File: config.mk
export PLATFORM = sky130hd
export DESIGN_NAME = cct_corner_seq
export DESIGN_NICKNAME = d
export VERILOG_FILES = /design/src/hw/rtl/cct_pkg.sv /design/src/hw/rtl/cct_corner_seq.sv
export VERILOG_INCLUDE_DIRS = /design/src /design/src/hw/rtl
export SDC_FILE = /design/constraint.sdc
export NUM_CORES = 1
export LEC_CHECK = 0
export ABC_AREA = 1
export BUFFER_PORTS_ARGS = -buffer_cell sky130_fd_sc_hd__buf_2
export CORE_MARGIN = 2
export CORE_UTILIZATION = 36
export DETAILED_ROUTE_END_ITERATION = 8
export MAX_ROUTING_LAYER = met4
export PLACE_DENSITY = 0.8
export SLEW_MARGIN = 20
export SYNTH_ARGS = -nofsm -noshare
export SYNTH_HDL_FRONTEND = slang
export SYNTH_SLANG_ARGS = --single-unit
File: constraint.sdc
create_clock -name clk_i -period 1.5 [get_ports clk_i]
set_clock_uncertainty 0.15 [all_clocks]
set_input_delay 0.15 -clock clk_i [delete_from_list [all_inputs] [get_ports clk_i]]
set_output_delay 0.15 -clock clk_i [all_outputs]
set_load 0.02 [all_outputs]
File: src/hw/rtl/cube_corner_transform_macros.svh
// Assertion macros shared by the cube corner transform RTL
`ifndef CUBE_CORNER_TRANSFORM_MACROS_SVH
`define CUBE_CORNER_TRANSFORM_MACROS_SVH

// combinational property, checked out of reset
`define CCT_ASSERT(lbl, clk, rst_n, prop, msg) \
  lbl: assert property (@(posedge clk) disable iff (!rst_n) (prop)) else $error(msg);

// antecedent this cycle, consequent next cycle
`define CCT_ASSERT_NEXT(lbl, clk, rst_n, ante, cons, msg) \
  lbl: assert property (@(posedge clk) disable iff (!rst_n) (ante) |=> (cons)) else $error(msg);

`endif

File: src/hw/rtl/cct_pkg.sv
// Package: constants, types and helpers of the cube corner transform
`default_nettype none

package cct_pkg;

  localparam int MAP_SIZE    = 64;
  localparam int VIEW_WIDTH  = 640;
  localparam int VIEW_HEIGHT = 480;

  localparam int TILE_W    = 6;
  localparam int CORNER_W  = 3;
  localparam int REG_W     = 16;
  localparam int CFG_IDX_W = 3;
  localparam int NSTG      = 7;

  localparam logic [CORNER_W-1:0] LAST_CORNER = CORNER_W'(7);

  // datapath widths
  localparam int POS_W = 18;            // relative position, Q.8
  localparam int AX_W  = 34;            // after zoom, Q.16
  localparam int AY_W  = 25;            // y after zoom, Q.16
  localparam int PR_W  = AX_W + REG_W;  // yaw products, Q.30
  localparam int ROT_W = 36;            // after yaw, Q.16
  localparam int QA_W  = AY_W + REG_W;  // pitch products of y
  localparam int QR_W  = ROT_W + REG_W; // pitch products of rz
  localparam int W_W   = 38;            // after pitch, Q.16
  localparam int EXT_W = 40;            // output rounding and offset

  localparam logic [REG_W-1:0] RST_CAMERA_X = 16'd0;
  localparam logic [REG_W-1:0] RST_CAMERA_Y = 16'd0;
  localparam logic [REG_W-1:0] RST_ZOOM     = 16'd8192;
  localparam logic [REG_W-1:0] RST_COS_YAW  = 16'd16384;
  localparam logic [REG_W-1:0] RST_SIN_YAW  = 16'd0;
  localparam logic [REG_W-1:0] RST_COS_PIT  = 16'd16384;
  localparam logic [REG_W-1:0] RST_SIN_PIT  = 16'd0;

  typedef enum logic [CFG_IDX_W-1:0] {
    REG_CAMERA_X  = 3'd0,
    REG_CAMERA_Y  = 3'd1,
    REG_ZOOM      = 3'd2,
    REG_COS_YAW   = 3'd3,
    REG_SIN_YAW   = 3'd4,
    REG_COS_PITCH = 3'd5,
    REG_SIN_PITCH = 3'd6
  } cfg_reg_e;

  typedef struct packed {
    logic signed [REG_W-1:0] camera_x;
    logic signed [REG_W-1:0] camera_y;
    logic        [REG_W-1:0] zoom_factor;
    logic signed [REG_W-1:0] cos_yaw;
    logic signed [REG_W-1:0] sin_yaw;
    logic signed [REG_W-1:0] cos_pitch;
    logic signed [REG_W-1:0] sin_pitch;
  } cfg_t;

  typedef struct packed {
    logic                valid;
    logic [CORNER_W-1:0] idx;
    logic [TILE_W-1:0]   tx;
    logic [TILE_W-1:0]   ty;
  } corner_t;

  // round half up from Q.16 to Q.8, add offset, saturate to 32 bits
  function automatic logic [31:0] round_sat_q8(input logic signed [EXT_W-1:0] v,
                                               input logic signed [EXT_W-1:0] ofs);
    logic signed [EXT_W-1:0] t;
    t = ((v + EXT_W'(128)) >>> 8) + ofs;
    if (!t[EXT_W-1] && (|t[EXT_W-2:31])) begin
      return 32'h7fff_ffff;
    end else if (t[EXT_W-1] && !(&t[EXT_W-2:31])) begin
      return 32'h8000_0000;
    end
    return t[31:0];
  endfunction

endpackage

`default_nettype wire

File: src/hw/rtl/cct_corner_seq.sv
// Corner sequencer: takes one tile item and issues its eight corners
`default_nettype none

module cct_corner_seq (
  input  wire logic                     clk_i,
  input  wire logic                     rst_ni,
  input  wire logic                     tile_valid_i,
  output logic                          tile_ready_o,
  input  wire logic [cct_pkg::TILE_W-1:0] tile_x_i,
  input  wire logic [cct_pkg::TILE_W-1:0] tile_y_i,
  output cct_pkg::corner_t              crn_o,
  input  wire logic                     crn_ready_i
);
  import cct_pkg::*;

  logic                busy_q, busy_d;
  logic [CORNER_W-1:0] idx_q, idx_d;
  logic [TILE_W-1:0]   tx_q, tx_d, ty_q, ty_d;
  logic                accept;
  logic                adv;

  assign adv          = busy_q && crn_ready_i;
  assign tile_ready_o = !busy_q || (idx_q == LAST_CORNER && crn_ready_i);
  assign accept       = tile_valid_i && tile_ready_o;

  always_comb begin
    busy_d = busy_q;
    idx_d  = idx_q;
    tx_d   = tx_q;
    ty_d   = ty_q;
    if (accept) begin
      busy_d = 1'b1;
      idx_d  = '0;
      // tiles beyond the map edge clamp to the last row/column
      tx_d   = (int'(tile_x_i) > MAP_SIZE - 1) ? TILE_W'(MAP_SIZE - 1) : tile_x_i;
      ty_d   = (int'(tile_y_i) > MAP_SIZE - 1) ? TILE_W'(MAP_SIZE - 1) : tile_y_i;
    end else if (adv) begin
      idx_d = idx_q + CORNER_W'(1);
      if (idx_q == LAST_CORNER) begin
        busy_d = 1'b0;
      end
    end
  end

  always_ff @(posedge clk_i or negedge rst_ni) begin
    if (!rst_ni) begin
      busy_q <= 1'b0;
      idx_q  <= '0;
    end else begin
      busy_q <= busy_d;
      idx_q  <= idx_d;
    end
  end

  always_ff @(posedge clk_i) begin
    tx_q <= tx_d;
    ty_q <= ty_d;
  end

  assign crn_o.valid = busy_q;
  assign crn_o.idx   = idx_q;
  assign crn_o.tx    = tx_q;
  assign crn_o.ty    = ty_q;

`include "cube_corner_transform_macros.svh"

  `CCT_ASSERT_NEXT(a_load_first, clk_i, rst_ni, accept, busy_q && idx_q == '0, "tile not loaded at corner 0")
  `CCT_ASSERT(a_ready_end, clk_i, rst_ni, tile_ready_o |-> (!busy_q || (idx_q == LAST_CORNER && adv)), "ready mid-tile")
  `CCT_ASSERT_NEXT(a_hold_stall, clk_i, rst_ni, busy_q && !crn_ready_i, busy_q && $stable(idx_q) && $stable(tx_q), "corner moved while stalled")

endmodule

`default_nettype wire

* After elaboration in Yosys (flattened, before gate mapping)
Index checks and enable logic that the tools add are counted.
Operators by class: shifts and indexed selects 0, reduce and logical (&&, ||, !) cells 8, multipliers 0, magnitude comparators 0, add/sub/neg operators 1, div/mod/pow operators 0, muxes and demuxes 5, eq/ne operators 1, bitwise logic cells 0
Operator list (count):
- $mux 3 | 2
- $reduce_bool 2->1 | 2
- $add 3x1->3 const B | 1
- $eq 3x3->1 const B | 1
- $logic_and 1x1->1 | 3
- $mux 1 | 3
- $reduce_and 2->1 | 1
- $logic_not 1->1 | 1
- $logic_or 1x1->1 | 1
Word-level totals: word-level logic and storage cells 19, bits in registers 16, ROM bits 0, memories kept 0, input bits 16, bits in writable memories 0, bits in latches 0

* Logic depth before layout (Yosys ltp)
depth after elaboration 6, mapped depth 7

* Least setup slack after synthesis
OpenSTA, ideal clock, no wires.
kind flip-flop to flip-flop, start register idx_q[0], end register tx_q[0], enable pin, setup slack -404 ps, library setup time 344 ps, period minus slack after synthesis 1904 ps, stages on the path, launching flop included 7, arrival time 1410 ps, path buffers 0, cells stage by stage dfrtp_1 ha_1 ha_1 nand2_1 nand2_1 nand2_2 inv_1
Between the ends: word-level cells in the longest chain between the ends 4
Ends and longest elaborated chain:
- from (decl) | line cct_corner_seq.sv:17 | logic [CORNER_W-1:0] idx_q, idx_d;
- from (signal assigned) | line cct_corner_seq.sv:51 | idx_q <= idx_d;
- $eq 3x3->1 | line cct_corner_seq.sv:23 | assign tile_ready_o = !busy_q || (idx_q == LAST_CORNER && crn_ready_i);
- $logic_and 1x1->1 | line cct_corner_seq.sv:23
- $logic_or 1x1->1 | line cct_corner_seq.sv:23
- net tile_ready_o | line cct_corner_seq.sv:8 | output logic tile_ready_o,
- $logic_and 1x1->1 | line cct_corner_seq.sv:24 | assign accept = tile_valid_i && tile_ready_o;
- net accept | line cct_corner_seq.sv:19 | logic accept;
- to (signal assigned) | line cct_corner_seq.sv:56 | tx_q <= tx_d;
- to (decl) | line cct_corner_seq.sv:18 | logic [TILE_W-1:0] tx_q, tx_d, ty_q, ty_d;
The timed path passes the listed nets, and every way through them passes these cells. A chain may end at the register's enable or synchronous reset.

* Worst setup path in the final report
start register idx_q[1], end output tile_ready_o
Between the ends: word-level cells in the longest chain between the ends 3
Ends and longest elaborated chain (line):
- $eq 3x3->1 | cct_corner_seq.sv:23
- $logic_and 1x1->1 | cct_corner_seq.sv:23
- $logic_or 1x1->1 | cct_corner_seq.sv:23
- to (decl) | cct_corner_seq.sv:8
No other way between the ends.

==> reports/results.ini <==
[worst_hold_path]
min_path_type=in -> async

[detailed_routing]
vias=499
routed_wl_mm=1.337
viasPerCell=4.578
first_pass_iters=4
drc_errors=0
top_layer=met4
ant_nets=0
wl_met3_um=130
first_iter_violations=2
met2_length_um=676
routedWlPerCell_um=12.27
drt-met1-wl_um=512

[setup_path]
path_class=reg -> out
crit_path_start_kind=flip-flop
crit_chain=ha_4, ha_4, nand2_4, nand2_4, buf_6, buf_6
endpoint_kind=output port
endpoint=tile_ready_o
arrival_ns=1.38
crit_cells=6
path_buf_inv=2
r2r_end=ty_q[0]
crit_fanout=2
worst_path_max_delay_cell=dfrtp_2
crit_start=idx_q[1]
crit_family=flip-flops
r2r_cells=7
critPathMaxStageDelay_ns=0.43
ff2ff_setup_slack_ns=-0.16
worstPathRequired_ns=1.20
worstReg2RegStart=idx_q[1]

[synthesis]
syn_nets=56
synth_top_area_cell=edfxtp_1
syn_inst=38
ys_seq_elements=16
synth_area_um2=579.3
synth-seq-area-share=0.7948
syn_avg_cell_area_um2=15.24
ys_warn_count=0
netlist.area_leader.share=0.6220
ys_types=8
synthTopCellsByArea=edfxtp_1, dfrtp_1, nand3_1

[timing]
finalSetupViolCount=17
totalNegativeSetupSlack_ns=-2.190
fmax_mhz=594.0
slew_violations=0
post-route-period-util=1.122
relSlewSlack=0.8835
rsz0062_at_grt=true
max_slew.worst_pin.slew_ns=0.1748
setup_slack_ns=-0.1834
timing.final.crit_period_ns=1.683
hold_viol=0

[power]
power_density_mw_per_mm2=1625
total_power_mw=1.675
worst_ir_drop_vdd_v=0.001031
leakagePower_nw=0.4766

[cts]
cts_max_level=1
clock_latency_ns=0.28
cts_tree=yes
clockBufferDepth=2
clkSinkCount=16
cts_buffers=3
root_buffer=clkbuf_4
cts.clk_slew.worst_paths_ns=0.09

[finish]
antenna_cells=0
layout.nets=112
post-route-util=0.6844
layout-drive-gt1-share=0.5699
syn_to_final_growth_pct=77.97

[die]
placementRows=14
fp.dieH_um=44.12
start_util=0.3846
die_x_um=44.12
core_mm2=0.001506
io_pins=33
dieArea_mm2=0.001946

[global_routing]
first_global_vias=488
antenna_found_initial=0
grt-ovfl-total=0
grt_max_degree=10
grt_pass1_wl_mm=1.925
grtUsageTotal=0.1475

[outcome]
violations=negative setup slack
status=finished with violations

[place]
hpwlAfterDp_um=946.7
pre_cts_ws_ns=-0.1546
numPortBuffers=32
gp_congestion=0.7385

[job]
cap_violations=0

layer usage:
layer  up-vias  track usage
met5         -            -
met4         0      0.07273
met3         2      0.04082
met2        34       0.2588
met1       223       0.1491
li1        240            -
cell type report:
type                    count  area (um^2)
clock buffers               3        22.52
well taps                  16        20.02
multi-input cells          18        150.1
inverters                   3        15.01
clock inverters             1        3.754
repair inverters            1        7.507
flip-flops and latches     16        462.9
repair buffers             51        349.1
fillers                   126        475.5
cells in the final DEF, fill, tap and decap left out:
cell type,netlist,final
dfrtp_1,4,2
dfrtp_2,0,2
nand3_2,0,1
buf_4,1,4
ha_4,0,2
inv_1,3,2
nand2_2,3,2
buf_2,0,31
clkinvlp_4,0,2
clkinv_1,0,1
buf_6,0,3
edfxtp_1,12,12
nand3_1,6,5
nand2_1,7,5
nand2_4,0,3
dlygate4sd3_1,0,13
clkbuf_4,0,3
metrics by stage:
step / hold slack (ns) / area, um^2 / std cells
global route: 0.02776 / 1031 / 109
CTS: 0.03346 / 1015 / 108
detailed placement: -0.1910 / 828.3 / 89
floorplan: -0.2956 / 625.6 / 38
finish: 0.03042 / 1031 / 109
global placement: -0.1923 / 828.3 / 89
cells by family (layout without fill, tap and decap cells):
family / count (synthesis) / count (layout) / synth area share
flops: 16 / 16 / 0.7948
fa+ha+maj: 2 / 2 / 0.04319
buf+inv: 4 / 59 / 0.03240
simple gates: 16 / 16 / 0.1296
state kept, by name, indices dropped and copies added, names as in the netlist:
register	cells
ty_q	6
idx_q	3
busy_q	1
tx_q	6
timing repair:
item | CTS | global route
gates cloned | 1 | 0
setup buffers | 1 | 1
setup endpoints to repair | 13 | 17
endpoints found under the hold margin | 16 | 0
gates resized for setup | 5 | 2
pin swaps | 1 | 2
hold buffers | 13 | 0
synth_stat cells:
cell,n
nand2_1,7
edfxtp_1,12
inv_1,3
buf_4,1
ha_1,2
nand3_1,6
dfrtp_1,4
nand2_2,3
worst register-to-register path, cell delays in order, from the launching register on:
cell        delay (ns)
dfrtp_2           0.43
ha_4              0.17
ha_4              0.16
nand2_4           0.06
nand2_4           0.05
buf_4             0.14
nand2_4           0.08
clkinvlp_4        0.16
power by group:
group          internal (mW)  total (mW)  switching [mW]  leakage (nW)
clock network         0.0965       0.224           0.128        0.0154
registers              0.603       0.674          0.0714         0.154
logic                  0.360       0.776           0.416         0.307
worst min path at each step:
| stage | endpoint | depth (start not counted) |
|---|---|---|
| floorplan | busy_q | 0 |
| global placement | idx_q[2] | 1 |
| detailed placement | idx_q[2] | 1 |
| CTS | idx_q[2] | 2 |
| global route | idx_q[2] | 2 |
| finish | idx_q[1] | 2 |
(Power assumes the default switching activity.)
